File: src/sv/pcxrle_pkg.sv
// ----------------------------------------------------------------------------
// pcxrle_pkg: shared types and constants for the PCX run-length blitter
// Command and pixel token formats, register indexes and dimension clamping.
// ----------------------------------------------------------------------------
package pcxrle_pkg;

	// Largest image dimension honored; bigger register values saturate here.
	localparam int MaxDim = 4096;
	// Default depth of the command queue between front and back.
	localparam int CmdDepth = 4;

	localparam int DimW   = 13;
	localparam int PosW   = 12;
	localparam int CountW = 6;
	localparam int AddrW  = 24;
	localparam int PixW   = 8;
	localparam int IdxW   = 3;

	localparam logic [PixW-1:0]   RunMark   = 8'hBF;
	localparam logic [CountW-1:0] CountMask = 6'h3F;

	// Configuration register indexes.
	localparam logic [IdxW-1:0] RegImageWidth  = 3'd0;
	localparam logic [IdxW-1:0] RegImageHeight = 3'd1;
	localparam logic [IdxW-1:0] RegDestWidth   = 3'd2;
	localparam logic [IdxW-1:0] RegDestHeight  = 3'd3;
	localparam logic [IdxW-1:0] RegOriginX     = 3'd4;
	localparam logic [IdxW-1:0] RegOriginY     = 3'd5;
	localparam logic [IdxW-1:0] RegTransparent = 3'd6;

	typedef struct packed {
		logic [DimW-1:0] image_width;
		logic [DimW-1:0] image_height;
		logic [DimW-1:0] dest_width;
		logic [DimW-1:0] dest_height;
		logic [PosW-1:0] origin_x;
		logic [PosW-1:0] origin_y;
		logic            transparent;
	} cfg_t;

	// One decoded byte's worth of work for the back end.
	typedef struct packed {
		logic              start;
		logic [PixW-1:0]   value;
		logic [CountW-1:0] count;
	} cmd_t;

	// Token from the sequencer into the address pipeline.
	typedef struct packed {
		logic            valid;
		logic            is_end;
		logic            write;
		logic [DimW-1:0] dx;
		logic [DimW-1:0] dy;
		logic [PixW-1:0] value;
	} pix_t;

	typedef enum logic [1:0] {
		SEQ_IDLE,
		SEQ_RUN,
		SEQ_END
	} seq_state_t;

	// Saturate an image dimension to 1 .. MaxDim.
	function automatic logic [DimW-1:0] clamp_dim(input logic [DimW-1:0] v);
		logic [DimW-1:0] r;
		r = v;
		if (v == '0) begin
			r = DimW'(1);
		end else if (int'(v) > MaxDim) begin
			r = DimW'(MaxDim);
		end
		return r;
	endfunction

endpackage

File: src/sv/pcxrle_front.sv
// ----------------------------------------------------------------------------
// pcxrle_front: byte parser
// Accepts compressed bytes, tracks run headers and queues one command per
// accepted byte, so the back end sees every byte in order.
// ----------------------------------------------------------------------------
module pcxrle_front (
	input  logic                     clk,
	input  logic                     arst_n,
	input  logic                     in_valid,
	output logic                     in_ready,
	input  logic [pcxrle_pkg::PixW-1:0] code_byte,
	input  logic                     start_image,
	input  logic                     fifo_full,
	output logic                     push,
	output pcxrle_pkg::cmd_t         push_cmd
);

	logic                            await_q;
	logic [pcxrle_pkg::CountW-1:0]   pend_q;
	logic                            await_d;
	logic [pcxrle_pkg::CountW-1:0]   pend_d;
	logic                            accept;

	assign in_ready = !fifo_full;
	assign accept   = in_valid && in_ready;

	always_comb begin
		await_d        = 1'b0;
		pend_d         = pend_q;
		push_cmd.start = start_image;
		push_cmd.value = code_byte;
		push_cmd.count = '0;
		if (await_q && !start_image) begin
			// value byte of a run; a zero run still lets the back end
			// notice an image that is already past its last row
			push_cmd.count = pend_q;
			pend_d         = '0;
		end else if (code_byte > pcxrle_pkg::RunMark) begin
			// header: queue an empty command for the end-of-image check
			await_d = 1'b1;
			pend_d  = code_byte[pcxrle_pkg::CountW-1:0] & pcxrle_pkg::CountMask;
		end else begin
			push_cmd.count = pcxrle_pkg::CountW'(1);
		end
	end

	assign push = accept;

	always_ff @(posedge clk or negedge arst_n) begin
		if (!arst_n) begin
			await_q <= 1'b0;
			pend_q  <= '0;
		end else if (accept) begin
			await_q <= await_d;
			pend_q  <= pend_d;
		end
	end

endmodule

File: src/sv/pcxrle_cmd_fifo.sv
// ----------------------------------------------------------------------------
// pcxrle_cmd_fifo: command queue
// Small first-in first-out buffer decoupling the parser from the sequencer.
// ----------------------------------------------------------------------------
module pcxrle_cmd_fifo #(
	parameter int DEPTH = pcxrle_pkg::CmdDepth
) (
	input  logic             clk,
	input  logic             arst_n,
	input  logic             push,
	input  pcxrle_pkg::cmd_t push_cmd,
	input  logic             pop,
	output pcxrle_pkg::cmd_t head_cmd,
	output logic             empty,
	output logic             full
);

	localparam int PtrW = (DEPTH > 1) ? $clog2(DEPTH) : 1;
	localparam int CntW = $clog2(DEPTH + 1);

	pcxrle_pkg::cmd_t mem_q [DEPTH];
	logic [PtrW-1:0]  wr_ptr_q;
	logic [PtrW-1:0]  rd_ptr_q;
	logic [CntW-1:0]  count_q;

	assign empty    = (count_q == '0);
	assign full     = (count_q == CntW'(DEPTH));
	assign head_cmd = mem_q[rd_ptr_q];

	always_ff @(posedge clk) begin
		if (push) begin
			mem_q[wr_ptr_q] <= push_cmd;
		end
	end

	always_ff @(posedge clk or negedge arst_n) begin
		if (!arst_n) begin
			wr_ptr_q <= '0;
			rd_ptr_q <= '0;
			count_q  <= '0;
		end else begin
			if (push) begin
				wr_ptr_q <= (wr_ptr_q == PtrW'(DEPTH - 1)) ? '0 : wr_ptr_q + 1'b1;
			end
			if (pop) begin
				rd_ptr_q <= (rd_ptr_q == PtrW'(DEPTH - 1)) ? '0 : rd_ptr_q + 1'b1;
			end
			if (push && !pop) begin
				count_q <= count_q + 1'b1;
			end else if (pop && !push) begin
				count_q <= count_q - 1'b1;
			end
		end
	end

	assert property (@(posedge clk) disable iff (!arst_n) push |-> !full || pop)
		else $error("command pushed into a full queue");
	assert property (@(posedge clk) disable iff (!arst_n) pop |-> !empty)
		else $error("command popped from an empty queue");
	assert property (@(posedge clk) disable iff (!arst_n)
		push && !pop |=> count_q == $past(count_q) + 1'b1)
		else $error("queue fill count lost a push");

endmodule

File: src/sv/pcxrle_seq.sv
// ----------------------------------------------------------------------------
// pcxrle_seq: run sequencer
// Walks the image position one pixel per cycle while en is high, decides
// clipping and transparency, and ends each pixel-placing command with a token.
// ----------------------------------------------------------------------------
module pcxrle_seq (
	input  logic                   clk,
	input  logic                   arst_n,
	input  pcxrle_pkg::cfg_t       cfg,
	input  pcxrle_pkg::cmd_t       head_cmd,
	input  logic                   empty,
	input  logic                   en,
	output logic                   pop,
	output pcxrle_pkg::pix_t       pix
);

	pcxrle_pkg::seq_state_t          state_q;
	pcxrle_pkg::seq_state_t          state_d;
	logic [pcxrle_pkg::PosW-1:0]     col_q;
	logic [pcxrle_pkg::DimW-1:0]     row_q;
	logic                            done_q;
	logic [pcxrle_pkg::CountW-1:0]   cnt_q;
	logic [pcxrle_pkg::PixW-1:0]     value_q;

	logic [pcxrle_pkg::DimW-1:0]     w_eff;
	logic [pcxrle_pkg::DimW-1:0]     h_eff;
	logic [pcxrle_pkg::PosW-1:0]     col_st;
	logic [pcxrle_pkg::DimW-1:0]     row_st;
	logic                            done_st;
	logic                            go;
	logic [pcxrle_pkg::DimW-1:0]     col_inc;
	logic                            wrap;
	logic [pcxrle_pkg::PosW-1:0]     col_nx;
	logic [pcxrle_pkg::DimW-1:0]     row_nx;
	logic                            run_over;

	assign w_eff = pcxrle_pkg::clamp_dim(cfg.image_width);
	assign h_eff = pcxrle_pkg::clamp_dim(cfg.image_height);

	// position as seen by the command at the head of the queue
	assign col_st  = head_cmd.start ? '0 : col_q;
	assign row_st  = head_cmd.start ? '0 : row_q;
	assign done_st = head_cmd.start ? 1'b0 : done_q;
	assign go      = !done_st && (row_st < h_eff) && (head_cmd.count != '0);

	assign col_inc  = {1'b0, col_q} + 1'b1;
	assign wrap     = (col_inc >= w_eff);
	assign col_nx   = wrap ? '0 : col_inc[pcxrle_pkg::PosW-1:0];
	assign row_nx   = wrap ? row_q + 1'b1 : row_q;
	assign run_over = (cnt_q == pcxrle_pkg::CountW'(1)) || (row_nx >= h_eff);

	always_comb begin
		state_d = state_q;
		case (state_q)
			pcxrle_pkg::SEQ_IDLE: begin
				if (pop && go) begin
					state_d = pcxrle_pkg::SEQ_RUN;
				end
			end
			pcxrle_pkg::SEQ_RUN: begin
				if (en && run_over) begin
					state_d = pcxrle_pkg::SEQ_END;
				end
			end
			pcxrle_pkg::SEQ_END: begin
				if (en) begin
					state_d = pcxrle_pkg::SEQ_IDLE;
				end
			end
			default: state_d = pcxrle_pkg::SEQ_IDLE;
		endcase
	end

	always_comb begin
		pop        = 1'b0;
		pix.valid  = 1'b0;
		pix.is_end = 1'b0;
		pix.value  = value_q;
		pix.dx     = {1'b0, cfg.origin_x} + {1'b0, col_q};
		pix.dy     = {1'b0, cfg.origin_y} + row_q;
		pix.write  = (pix.dx < cfg.dest_width) && (pix.dy < cfg.dest_height)
			&& !(cfg.transparent && (value_q == '0));
		case (state_q)
			pcxrle_pkg::SEQ_IDLE: pop = en && !empty;
			pcxrle_pkg::SEQ_RUN:  pix.valid = 1'b1;
			pcxrle_pkg::SEQ_END: begin
				pix.valid  = 1'b1;
				pix.is_end = 1'b1;
			end
			default: pop = 1'b0;
		endcase
	end

	always_ff @(posedge clk or negedge arst_n) begin
		if (!arst_n) begin
			state_q <= pcxrle_pkg::SEQ_IDLE;
			col_q   <= '0;
			row_q   <= '0;
			done_q  <= 1'b0;
			cnt_q   <= '0;
			value_q <= '0;
		end else begin
			state_q <= state_d;
			if (pop) begin
				col_q   <= col_st;
				row_q   <= row_st;
				done_q  <= done_st || (row_st >= h_eff);
				cnt_q   <= head_cmd.count;
				value_q <= head_cmd.value;
			end else if (state_q == pcxrle_pkg::SEQ_RUN && en) begin
				col_q  <= col_nx;
				row_q  <= row_nx;
				done_q <= (row_nx >= h_eff);
				cnt_q  <= cnt_q - 1'b1;
			end
		end
	end

	assert property (@(posedge clk) disable iff (!arst_n)
		state_q == pcxrle_pkg::SEQ_RUN |-> cnt_q != '0 && !done_q)
		else $error("running with no pixels left or a finished image");
	assert property (@(posedge clk) disable iff (!arst_n)
		state_q == pcxrle_pkg::SEQ_RUN |-> row_q < h_eff)
		else $error("placing a pixel below the last image row");
	assert property (@(posedge clk) disable iff (!arst_n)
		$rose(done_q) |-> state_q == pcxrle_pkg::SEQ_END || state_q == pcxrle_pkg::SEQ_IDLE)
		else $error("image finished while a run is still being placed");

endmodule

File: src/sv/pcxrle_addr.sv
// ----------------------------------------------------------------------------
// pcxrle_addr: address pipeline and output stage
// Forms row * pitch + column, holds one write back so the last write of a
// byte can be flagged, and drives the result channel.
// ----------------------------------------------------------------------------
module pcxrle_addr (
	input  logic                          clk,
	input  logic                          arst_n,
	input  pcxrle_pkg::pix_t              pix,
	input  logic [pcxrle_pkg::DimW-1:0]   dest_width,
	output logic                          en,
	output logic                          out_valid,
	input  logic                          out_ready,
	output logic [pcxrle_pkg::AddrW-1:0]  pixel_address,
	output logic [pcxrle_pkg::PixW-1:0]   pixel_value,
	output logic                          last_of_run
);

	pcxrle_pkg::pix_t                 pix_s1;
	logic                             valid_s2;
	logic                             is_end_s2;
	logic                             write_s2;
	logic [pcxrle_pkg::DimW-1:0]      dx_s2;
	logic [pcxrle_pkg::PixW-1:0]      value_s2;
	logic [pcxrle_pkg::AddrW-1:0]     prod_s2;
	logic [2*pcxrle_pkg::DimW-1:0]    prod_full;

	logic                             held_valid_q;
	logic [pcxrle_pkg::AddrW-1:0]     held_addr_q;
	logic [pcxrle_pkg::PixW-1:0]      held_value_q;
	logic                             out_valid_q;
	logic [pcxrle_pkg::AddrW-1:0]     out_addr_q;
	logic [pcxrle_pkg::PixW-1:0]      out_value_q;
	logic                             out_last_q;

	logic [pcxrle_pkg::AddrW-1:0]     addr_s2;
	logic                             take;
	logic                             flush;
	logic                             emit;

	// whole back pipeline advances together when the output slot frees
	assign en = !out_valid_q || out_ready;

	assign prod_full = pix_s1.dy * dest_width;
	assign addr_s2   = prod_s2 + pcxrle_pkg::AddrW'(dx_s2);
	assign take      = valid_s2 && !is_end_s2 && write_s2;
	assign flush     = valid_s2 && is_end_s2;
	assign emit      = held_valid_q && (take || flush);

	always_ff @(posedge clk or negedge arst_n) begin
		if (!arst_n) begin
			pix_s1       <= '0;
			valid_s2     <= 1'b0;
			is_end_s2    <= 1'b0;
			held_valid_q <= 1'b0;
			out_valid_q  <= 1'b0;
		end else if (en) begin
			pix_s1      <= pix;
			valid_s2    <= pix_s1.valid;
			is_end_s2   <= pix_s1.is_end;
			out_valid_q <= emit;
			if (take) begin
				held_valid_q <= 1'b1;
			end else if (flush) begin
				held_valid_q <= 1'b0;
			end
		end
	end

	always_ff @(posedge clk) begin
		if (en) begin
			write_s2 <= pix_s1.write;
			dx_s2    <= pix_s1.dx;
			value_s2 <= pix_s1.value;
			prod_s2  <= prod_full[pcxrle_pkg::AddrW-1:0];
			if (take) begin
				held_addr_q  <= addr_s2;
				held_value_q <= value_s2;
			end
			if (emit) begin
				out_addr_q  <= held_addr_q;
				out_value_q <= held_value_q;
				out_last_q  <= flush;
			end
		end
	end

	assign out_valid     = out_valid_q;
	assign pixel_address = out_addr_q;
	assign pixel_value   = out_value_q;
	assign last_of_run   = out_last_q;

endmodule

File: src/sv/pcx_rle_decode_blit.sv
// ----------------------------------------------------------------------------
// pcx_rle_decode_blit: PCX run-length decoder with clipped blit
// Decodes a PCX byte stream and emits one addressed write per visible pixel.
// ----------------------------------------------------------------------------
// Usage:
//   Input channel (in_valid/in_ready): one compressed byte per transfer, with
//   start_image set on the first byte of an image. A byte above 0xBF is a run
//   header (low six bits = count); the next byte is the repeated value.
//   Output channel (out_valid/out_ready): one transfer per written pixel with
//   its linear address (row * dest_width + column, modulo 2^24) and value;
//   last_of_run flags the final write caused by one input byte.
//   Configuration: cfg_we/cfg_index/cfg_data write a register;
//   write only while the block is idle.
// Sequencing: each accepted byte queues one command. A header, a zero run or
//   a byte of a finished image takes only a queue fetch; a literal or a run
//   takes a queue fetch, its pixels at one per cycle while the output is not
//   stalled, and an end-of-byte token.
// Path: the last write of a byte passes through the command queue, the
//   sequencer registers, stages s1 and s2, the held write and the output
//   register, in that order.
// Reset clears the parser, the command queue, position and image-done state,
//   and sets the registers to a 1x1 image in a 1x1 buffer at origin 0.
// A stalled receiver freezes the back end; the command queue, four entries by
//   default, keeps accepting bytes until it fills, then in_ready drops.
// ----------------------------------------------------------------------------
module pcx_rle_decode_blit #(
	parameter int CMD_DEPTH = pcxrle_pkg::CmdDepth
) (
	input  logic                          clk,
	input  logic                          arst_n,
	input  logic                          cfg_we,
	input  logic [pcxrle_pkg::IdxW-1:0]   cfg_index,
	input  logic [pcxrle_pkg::DimW-1:0]   cfg_data,
	input  logic                          in_valid,
	output logic                          in_ready,
	input  logic [pcxrle_pkg::PixW-1:0]   code_byte,
	input  logic                          start_image,
	output logic                          out_valid,
	input  logic                          out_ready,
	output logic [pcxrle_pkg::AddrW-1:0]  pixel_address,
	output logic [pcxrle_pkg::PixW-1:0]   pixel_value,
	output logic                          last_of_run
);

	pcxrle_pkg::cfg_t cfg_q;
	pcxrle_pkg::cmd_t push_cmd;
	pcxrle_pkg::cmd_t head_cmd;
	pcxrle_pkg::pix_t pix;
	logic             push;
	logic             pop;
	logic             empty;
	logic             full;
	logic             en;

	// Configuration registers: take each write on the enable, drop unknown
	// indexes.
	always_ff @(posedge clk or negedge arst_n) begin
		if (!arst_n) begin
			cfg_q.image_width  <= pcxrle_pkg::DimW'(1);
			cfg_q.image_height <= pcxrle_pkg::DimW'(1);
			cfg_q.dest_width   <= pcxrle_pkg::DimW'(1);
			cfg_q.dest_height  <= pcxrle_pkg::DimW'(1);
			cfg_q.origin_x     <= '0;
			cfg_q.origin_y     <= '0;
			cfg_q.transparent  <= 1'b0;
		end else if (cfg_we) begin
			case (cfg_index)
				pcxrle_pkg::RegImageWidth:  cfg_q.image_width  <= cfg_data;
				pcxrle_pkg::RegImageHeight: cfg_q.image_height <= cfg_data;
				pcxrle_pkg::RegDestWidth:   cfg_q.dest_width   <= cfg_data;
				pcxrle_pkg::RegDestHeight:  cfg_q.dest_height  <= cfg_data;
				pcxrle_pkg::RegOriginX:
					cfg_q.origin_x <= cfg_data[pcxrle_pkg::PosW-1:0];
				pcxrle_pkg::RegOriginY:
					cfg_q.origin_y <= cfg_data[pcxrle_pkg::PosW-1:0];
				pcxrle_pkg::RegTransparent: cfg_q.transparent  <= cfg_data[0];
				default: cfg_q <= cfg_q;
			endcase
		end
	end

	// Front: parse bytes into commands.
	pcxrle_front u_front (
		.clk        (clk),
		.arst_n     (arst_n),
		.in_valid   (in_valid),
		.in_ready   (in_ready),
		.code_byte  (code_byte),
		.start_image(start_image),
		.fifo_full  (full),
		.push       (push),
		.push_cmd   (push_cmd)
	);

	// Queue between the parser and the pixel walk.
	pcxrle_cmd_fifo #(
		.DEPTH(CMD_DEPTH)
	) u_cmd_fifo (
		.clk     (clk),
		.arst_n  (arst_n),
		.push    (push),
		.push_cmd(push_cmd),
		.pop     (pop),
		.head_cmd(head_cmd),
		.empty   (empty),
		.full    (full)
	);

	// Back: walk positions, clip, then form addresses.
	pcxrle_seq u_seq (
		.clk     (clk),
		.arst_n  (arst_n),
		.cfg     (cfg_q),
		.head_cmd(head_cmd),
		.empty   (empty),
		.en      (en),
		.pop     (pop),
		.pix     (pix)
	);

	pcxrle_addr u_addr (
		.clk          (clk),
		.arst_n       (arst_n),
		.pix          (pix),
		.dest_width   (cfg_q.dest_width),
		.en           (en),
		.out_valid    (out_valid),
		.out_ready    (out_ready),
		.pixel_address(pixel_address),
		.pixel_value  (pixel_value),
		.last_of_run  (last_of_run)
	);

endmodule
File: config.mk
export PLATFORM = sky130hd
export DESIGN_NAME = pcx_rle_decode_blit
export DESIGN_NICKNAME = d
export VERILOG_FILES = /design/src/sv/pcxrle_pkg.sv /design/src/sv/pcxrle_front.sv /design/src/sv/pcxrle_cmd_fifo.sv /design/src/sv/pcxrle_seq.sv /design/src/sv/pcxrle_addr.sv /design/src/sv/pcx_rle_decode_blit.sv
export SDC_FILE = /design/constraint.sdc
export NUM_CORES = 1
export LEC_CHECK = 0
export ABC_CLOCK_PERIOD_IN_PS = 5980
export BUFFER_PORTS_ARGS = -buffer_cell sky130_fd_sc_hd__clkbuf_2
export CORE_ASPECT_RATIO = 0.9
export CORE_MARGIN = 10
export CORE_UTILIZATION = 25
export CTS_BUF_LIST = sky130_fd_sc_hd__clkbuf_2
export DETAILED_ROUTE_END_ITERATION = 7
export SETUP_SLACK_MARGIN = 0.4
export SYNTH_ARGS = -nofsm -noshare
export SYNTH_HDL_FRONTEND = slang
export SYNTH_SLANG_ARGS = --single-unit
File: constraint.sdc
create_clock -name clk -period 5.98 [get_ports clk]
set_input_delay 1.196 -clock clk [delete_from_list [all_inputs] [get_ports clk]]
set_output_delay 1.196 -clock clk [all_outputs]
set_load 0.01 [all_outputs]
==> reports/summary.txt, run 1 <==
Area contributors post-synth -> edfxtp_1, dfrtp_1, fa_1
WL final -> 49700 um
warnings from Yosys -> 0
synth-to-layout area growth -> 12.7%
Worst-Margin Slew -> 1.04 ns
Post-synth ARST share -> 50.4%
post-synthesis simple-gate area fraction -> 13.7%
Period Utilization, post-route -> 90.4%
Non-Filler Instances -> 3306
post-synthesis adder-cell area fraction -> 21.5%
largest family of logic cells by synthesized area -> adder cells
run status -> finished, final reports clean
antenna violations before repair -> 3
Die Wd -> 331 um
max-slew violation count -> 0
XOR/XNOR share of the synthesized area -> 3.46%
Final Hold Fails -> 0
most frequent cell after synthesis -> nand2_1
Synth Instances -> 1958
most common flop cell mapped by yosys -> edfxtp_1
Die Area -> 0.0993 sq mm
Setup Viol. Count Final -> 0
Setup TNS -> 0 ns
clock sinks -> 345
CP Max Fanout -> 8
Num CTS Buffers -> 89
Synth area leader -> edfxtp_1
IO Count -> 65
# hold bufs at CTS -> 0
largest net degree at the start of global routing -> 100
highest clock rate -> 0.185 GHz
Die Ht -> 300 um
critical path class -> flop to flop
Slew headroom -> 30.5%
CP required -> 6.95 ns
minimum clock period -> 5.41 ns
max_cap viols -> 0
Worst-path clk slew -> 0.11 ns
Vias -> 14449
total placed cells including tap cells -> 3127
later-pin clock latency in the skew report -> 1.12 ns
most used cell, CP -> fa_1
Core Region -> 0.0861 sq mm
syn_nets -> 2287
post-DR wirelength/cell -> 15.0 um
Hold Path Class -> primary input to asynchronous set/reset pin
Yosys reg bits -> 345
first-pass GRT wire length -> 79600 um
share of layout cells above drive strength 1 -> 18.0%
Cell Area, Synth -> 0.0218 sq mm
unrepaired setup endpoints after global routing -> true
Yosys top cell area share -> 23.6%
drt initial violations -> 893
DP HPWL -> 36700 um
register area share after synthesis -> 43.6%
Via density -> 4.37
number of global-route vias before repair -> 14424
Setup crit start kind -> flop
DRC Markers -> 0
multiplexer share of the synthesized area -> 5.36%
Initial Util -> 25.3%
CP Data Arrival Time -> 6.38 ns
clk root buf -> clkbuf_2
fillers -> 9024
Post-synth EDFFs -> 171
remaining antenna violation count after routing -> 0
GRT Total Usage -> 9.98%
drt pass-1 iters -> 5
grt total ovfl -> 0
FF-to-FF path depth -> 16
# rows -> 102
Port Buf Inserts -> 64
RD Place Congestion -> 0.838
CTS tree -> done
Cell Chain, Critical Path -> buf_4 > nand2_1 > fa_1 > inv_1 > fa_1 > fa_1 > fa_1 > fa_1 > ha_1 > or2_2 > o31a_2 > o41ai_4 > o311ai_1 > o31a_1 > or4b_1 > nand3_1
Setup crit end kind -> flop
Critical-path top delay cell -> fa_1
Syn Area/Cell -> 11.1 sq um
max incr delay on CP -> 0.57 ns
H-tree depth -> 3
most frequent cells after synthesis -> nand2_1, inv_1, ha_1, edfxtp_1, dfrtp_1
clock skew -> 0.114 ns
Distinct cells, synth -> 74
number of nets in the layout -> 2414
Synth Area in Compound Gates -> 7.96%
clk buf depth -> 3
## flip-flops by register name, indices dropped and copies added, names as in the netlist, 3 cells and up
| register | flops |
|---|---|
| cfg_q | 77 |
| u_addr.pix_s1 | 37 |
| u_cmd_fifo.count_q | 3 |
| u_seq.cnt_q | 6 |
| u_cmd_fifo.mem_q | 60 |
| u_addr.pixel_address | 24 |
| u_addr.pixel_value | 8 |
| u_front.pend_q | 6 |
| u_addr.held_addr_q | 24 |
| u_seq.value_q | 8 |
| u_addr.value_s2 | 8 |
| u_addr.dx_s2 | 13 |
| u_addr.held_value_q | 8 |
| u_seq.col_q | 12 |
| u_seq.row_q | 13 |
| u_addr.prod_s2 | 24 |
## path summary, 6_finish.rpt
check | startpoint | end | slack (ns)
max | cfg_q[42] | u_addr.prod_s2[23] | 0.57
min | arst_n | u_addr.pix_s1[4] | 0.11
max reg2reg | cfg_q[42] | u_addr.prod_s2[23] | 0.57
min reg2reg | u_addr.held_addr_q[23] | u_addr.pixel_address[23] | 0.40
max in group asynchronous | arst_n | cfg_q[55] | 4.84
min in group clk | code_byte[3] | u_cmd_fifo.mem_q[1][9] | 0.31
## metrics by stage
stage	setup slack [ns]	utilization [%]	hold slack, ns	area [sq um]
3_3_place_gp	0.410	27.3	0.400	23500
4_1_cts	0.420	28.3	0.0258	24400
2_1_floorplan	0.580	-	0.400	21800
5_1_grt	0.359	28.5	0.0753	24500
3_5_place_dp	0.327	27.3	0.405	23500
6_report	0.572	28.5	0.110	24500
## layout by cell type (no fill, tap or decap), drive strengths merged, types with 23 or more instances in the layout
cell type and n:
buf 40, xor2 36, a21oi 68, o21ai 49
nor2 67, inv 188, edfxtp 171, nand2 309
dfrtp 170, nand3 29, ha 175, and2 75
clkbuf 203, mux2 71, a21o 35, xnor2 50
and3 25, nor2b 23, nor3 26, fa 124
clkinv 23
## timing repair
action	CTS	global route
pin swaps	0	1
endpoints found under the setup margin	1	7
resized for setup	2	15
setup buffers	0	11
## area by class of cell
class | count | area (sq um) | area share, %
antenna | 2 | 5.00 | 0.0204
clock buffer | 140 | 701 | 2.86
clock inverter | 26 | 188 | 0.765
inverter | 187 | 703 | 2.87
multi-input combinational | 1359 | 11400 | 46.3
sequential | 345 | 9510 | 38.8
tap | 1144 | 1430 | 5.84
timing repair buffer | 103 | 629 | 2.57
## kinds of logic (layout without fill, tap and decap cells)
group | count (synthesis) | after routing
adder cells (fa/ha/maj) | 299 | 299
other | 0 | 2
AO/OA/AOI/OAI | 255 | 255
XOR/XNOR | 86 | 86
multiplexers | 89 | 89
AND/OR/NAND/NOR | 630 | 630
flip-flops | 345 | 345
buffers and inverters | 254 | 456
## critical path: cells and delay by family, from the launching register on
kind,cells,cell delay [ns]
fa+ha+maj,6,2.77
simple gates,4,0.99
compound gates,4,0.73
flops,1,0.54
buf+inv,2,0.28
## routing by layer
| metal | global-route usage (%) | routed length [um] | up-vias |
|---|---|---|---|
| met5 | 0 | 31 | - |
| met4 | 2.75 | 766 | 4 |
| met3 | 2.72 | 3190 | 65 |
| met1 | 14.7 | 25300 | 7010 |
| li1 | - | - | 7034 |
| met2 | 14.0 | 20400 | 336 |
Power of run 1 is not shown: default switching activity piles up to over one toggle a cycle in this logic, so the estimate is an artifact.
==> inputs of run 2 (changes only) <==
--- a/config.mk
+++ b/config.mk
@@ -7,10 +7,10 @@
 export LEC_CHECK = 0
 export ABC_CLOCK_PERIOD_IN_PS = 5980
 export BUFFER_PORTS_ARGS = -buffer_cell sky130_fd_sc_hd__clkbuf_2
-export CORE_ASPECT_RATIO = 0.9
+export CORE_ASPECT_RATIO = 1.75
 export CORE_MARGIN = 10
 export CORE_UTILIZATION = 25
-export CTS_BUF_LIST = sky130_fd_sc_hd__clkbuf_2
+export CTS_BUF_LIST = sky130_fd_sc_hd__clkbuf_8 sky130_fd_sc_hd__clkbuf_16
 export DETAILED_ROUTE_END_ITERATION = 7
 export SETUP_SLACK_MARGIN = 0.4
 export SYNTH_ARGS = -nofsm -noshare
==> reports/summary.txt, run 2 (synthesis gave the netlist of run 1 again) <==
Die Area -> 0.0997 sq mm
Slew headroom -> 18.9%
grt total ovfl -> 0
FF-to-FF path depth -> 17
first-pass GRT wire length -> 80900 um
drt initial violations -> 729
critical path class -> flop to flop
Initial Util -> 25.1%
most used cell, CP -> fa_1
clk root buf -> clkbuf_16
post-DR wirelength/cell -> 15.9 um
Setup TNS -> 0 ns
Die Ht -> 410 um
synth-to-layout area growth -> 15.5%
clock sinks -> 345
critical path's top delay family -> adder cells
H-tree depth -> 2
largest net degree at the start of global routing -> 90
unrepaired setup endpoints after global routing -> false
clk buf depth -> 3
Hold Path End -> u_addr.pixel_address[11]
RD Place Congestion -> 0.892
CP Data Arrival Time -> 5.87 ns
Num CTS Buffers -> 38
share of layout cells above drive strength 1 -> 15.6%
Core Region -> 0.0866 sq mm
number of nets in the layout -> 2381
Period Utilization, post-route -> 91.0%
CP Max Fanout -> 5
hold_sp -> u_addr.held_addr_q[11]
Critical-path top delay cell -> fa_1
Die Wd -> 243 um
Vias -> 14374
CP required -> 6.41 ns
fillers -> 8991
Port Buf Inserts -> 64
later-pin clock latency in the skew report -> 0.58 ns
remaining antenna violation count after routing -> 0
Hold Path Class -> flop to flop
Worst-path clk slew -> 0.06 ns
clock skew -> 0.0227 ns
# rows -> 143
CTS tree -> done
Regs by FF count -> cfg_q (77), u_cmd_fifo.mem_q (60), u_addr.pix_s1 (37)
DP HPWL -> 39500 um
Cell Chain, Critical Path -> buf_4 > and2_1 > fa_1 > fa_1 > fa_1 > inv_1 > fa_1 > inv_1 > fa_1 > ha_4 > a21o_1 > a21o_1 > o21ai_2 > o311ai_2 > o31a_1 > or4b_1 > nand3_1
register area -> 0.00952 sq mm
highest clock rate -> 0.184 GHz
reg-to-reg startpoint -> u_addr.pix_s1[14]
FF-to-FF End -> u_addr.prod_s2[23]
IO Count -> 65
max-slew violation count -> 0
Final Hold Fails -> 0
multi-input combinational cell area -> 0.0114 sq mm
DRC Markers -> 0
number of global-route vias before repair -> 14870
antenna violations before repair -> 0
max_cap viols -> 0
reg2reg setup slack -> 0.54 ns
run status -> finished, final reports clean
Hold Crit Depth -> 0
Setup crit end kind -> flop
max incr delay on CP -> 0.55 ns
Setup Viol. Count Final -> 0
drt pass-1 iters -> 5
minimum clock period -> 5.44 ns
Top reg by flops -> cfg_q
Buf+Inv Stages, Crit Path -> 3
Largest register FFs -> 77
ANT cells -> 0
commonest non-fill, non-tap cell in the layout -> nand2_1
Setup crit start kind -> flop
GRT Total Usage -> 10.1%
WL final -> 51400 um
commonest non-fill, non-tap cells in the layout -> nand2_1, inv_1, ha_1, edfxtp_1, dfrtp_1
Via density -> 4.44
Worst-Margin Slew -> 1.21 ns
[run 2: cell type report]
cell class	count	area share (%)
multi-input combinational	1359	45.5
sequential	345	37.8
tap	1160	5.77
clock buffer	41	3.95
timing repair buffer	121	3.04
inverter	187	2.80
clock inverter	28	1.14
[run 2: how the worst max path moves through the flow]
stage                 startpoint            endpoint  cells after the start  slack [ns]
2_1_floorplan          cfg_q[50]  u_addr.prod_s2[23]                     18        0.58
3_3_place_gp           cfg_q[41]  u_addr.prod_s2[23]                     17        0.35
3_5_place_dp           cfg_q[41]  u_addr.prod_s2[23]                     17        0.28
4_1_cts                cfg_q[41]  u_addr.prod_s2[23]                     17        0.41
5_1_grt                cfg_q[40]  u_addr.prod_s2[23]                     19        0.37
6_report       u_addr.pix_s1[14]  u_addr.prod_s2[23]                     17        0.54
[run 2: through the flow]
stage	hold slack [ns]	utilization (%)	cells	cell area [sq um]	worst slack [ns]
4_1_cts	0.419	28.6	3209	24800	0.414
3_5_place_dp	0.405	27.1	3140	23500	0.279
3_3_place_gp	0.403	27.1	3140	23500	0.354
6_report	0.418	29.0	3241	25100	0.540
2_1_floorplan	0.400	-	1958	21800	0.580
5_1_grt	0.424	29.0	3241	25100	0.373
[run 2: metal layers]
metal | global-route usage (%) | up-vias | share of wire (%)
met5 | 0 | - | 0
met1 | 11.0 | 7033 | 40
li1 | - | 6899 | -
met2 | 18.8 | 317 | 52
met3 | 1.60 | 125 | 3.5
met4 | 4.81 | 0 | 4.7
[run 2: repair_timing]
action,4_1_cts,5_1_grt
gates resized for setup,13,21
hold buffers,0,0
buffers inserted,0,32
pin swaps,0,14
endpoints found under the setup margin,4,7
Power of run 2 is left out for the same reason.
==> inputs of run 3 (changes only) <==
--- a/config.mk
+++ b/config.mk
@@ -8,7 +8,6 @@
 export ABC_CLOCK_PERIOD_IN_PS = 5980
 export BUFFER_PORTS_ARGS = -buffer_cell sky130_fd_sc_hd__clkbuf_2
 export CORE_ASPECT_RATIO = 1.75
-export CORE_MARGIN = 10
 export CORE_UTILIZATION = 25
 export CTS_BUF_LIST = sky130_fd_sc_hd__clkbuf_8 sky130_fd_sc_hd__clkbuf_16
 export DETAILED_ROUTE_END_ITERATION = 7
==> reports/summary.txt, run 3 (synthesis gave the netlist of run 1 again) <==
run status -> finished, final reports clean
Die Area -> 0.0883 sq mm
clock skew -> 0.0390 ns
CP Max Fanout -> 14
Core Region -> 0.0860 sq mm
H-tree depth -> 2
later-pin clock latency in the skew report -> 0.58 ns
Period Utilization, post-route -> 91.5%
Setup Viol. Count Final -> 0
IO Count -> 65
CP required -> 6.41 ns
max_cap viols -> 0
# rows -> 142
met3 routed WL -> 1640 um
number of global-route vias before repair -> 14764
Via density -> 4.47
unrepaired setup endpoints after global routing -> true
Cell Chain, Critical Path -> nand2_1 > fa_1 > fa_1 > inv_1 > fa_1 > inv_1 > fa_1 > inv_1 > fa_1 > ha_4 > a21o_1 > a21o_1 > o21ai_2 > o311ai_2 > o31a_1 > or4b_1 > nand3_1
Hold Path Class -> flop to flop
highest clock rate -> 0.183 GHz
FF-to-FF path depth -> 17
Largest register FFs -> 77
max-slew violation count -> 0
Initial Util -> 25.3%
post-DR wirelength/cell -> 15.9 um
DRC Markers -> 0
drt pass-1 iters -> 5
Critical-path top delay cell -> dfrtp_2
DR WL met2 -> 27900 um
largest net degree at the start of global routing -> 68
Setup TNS -> 0 ns
Hold Crit Depth -> 0
# hold bufs at CTS -> 0
clk root buf -> clkbuf_16
M1 wire length -> 19700 um
clock sinks -> 345
CP Data Arrival Time -> 5.90 ns
GRT Total Usage -> 11.6%
remaining antenna violation count after routing -> 0
Slew headroom -> 15.7%
grt total ovfl -> 0
Regs by FF count -> cfg_q (77), u_cmd_fifo.mem_q (60), u_addr.pix_s1 (37)
WL final -> 51500 um
RD Place Congestion -> 0.875
Die Ht -> 392 um
FF-to-FF End -> u_addr.prod_s2[23]
final core utilization -> 29.4%
reg-to-reg startpoint -> u_addr.pix_s1[16]
multi-input combinational cell area -> 0.0114 sq mm
first-pass GRT wire length -> 80500 um
CTS tree -> done
Num CTS Buffers -> 37
most used cell, CP -> fa_1
Setup crit start kind -> flop
fillers -> 8945
Worst-Margin Slew -> 1.26 ns
Hold Path End -> u_addr.pixel_address[19]
Die Wd -> 225 um
minimum clock period -> 5.47 ns
Final Hold Fails -> 0
critical path class -> flop to flop
share of layout cells above drive strength 1 -> 16.0%
ANT cells -> 0
Setup crit end kind -> flop
Vias -> 14489
number of nets in the layout -> 2391
Port Buf Inserts -> 64
max incr delay on CP -> 0.55 ns
commonest non-fill, non-tap cells in the layout -> nand2_1, inv_1, edfxtp_1, ha_1, dfrtp_1
hold_sp -> u_addr.held_addr_q[19]
Worst-path clk slew -> 0.06 ns
Top reg by flops -> cfg_q
reg2reg setup slack -> 0.51 ns
register area -> 0.00952 sq mm
drt initial violations -> 580
synth-to-layout area growth -> 16.0%
antenna violations before repair -> 0
highest metal used -> met4
DP HPWL -> 39300 um
clk buf depth -> 3
final hold slack -> 0.414 ns
commonest non-fill, non-tap cell in the layout -> nand2_1
[run 3: worst max-delay path, delay by kind of cell (launching register included)]
kind                     cells  cell delay, ns
AO/OA/AOI/OAI                5            1.00
adder cells (fa/ha/maj)      6            2.84
buffers and inverters        3            0.17
flip-flops                   1            0.55
AND/OR/NAND/NOR              3            0.77
[run 3: per-stage QoR]
| stage | worst slack [ns] | instances | area [sq um] |
|---|---|---|---|
| after floorplan | 0.580 | 1958 | 21800 |
| after global placement | 0.394 | 3132 | 23500 |
| after detailed placement | 0.294 | 3132 | 23500 |
| after CTS | 0.401 | 3200 | 24800 |
| after global routing | 0.378 | 3243 | 25200 |
| final | 0.507 | 3243 | 25200 |
[run 3: what timing repair did]
item / 4_1_cts / 5_1_grt
pin swaps: 0 / 22
setup buffers: 0 / 43
endpoints found under the hold margin: 0 / 0
gates resized for setup: 13 / 26
setup endpoints to repair: 4 / 6
[run 3: layout make-up]
type,instances,share of cell area [%]
repair buffers,132,3.42
clock inverters,30,1.38
multi-input cells,1359,45.3
flip-flops and latches,345,37.7
inverters,187,2.79
clock buffers,38,3.72
well taps,1152,5.71
[run 3: how the worst max path moves through the flow]
stage | start | endpoint | slack [ns] | cells past startpoint
6_report | u_addr.pix_s1[16] | u_addr.prod_s2[23] | 0.51 | 17
5_1_grt | u_addr.pix_s1[16] | u_addr.prod_s2[23] | 0.38 | 17
4_1_cts | cfg_q[47] | u_addr.prod_s2[23] | 0.40 | 16
3_5_place_dp | u_addr.pix_s1[13] | u_addr.prod_s2[22] | 0.29 | 17
3_3_place_gp | u_addr.pix_s1[13] | u_addr.prod_s2[23] | 0.39 | 17
2_1_floorplan | cfg_q[50] | u_addr.prod_s2[23] | 0.58 | 18
[run 3: per-layer routing]
layer / vias to the layer above / GRT usage [%]
met5: - / 0
met4: 0 / 5.21
met3: 118 / 1.54
met2: 300 / 22.2
met1: 7155 / 12.6
li1: 6916 / -
Power of run 3 is left out for the same reason.
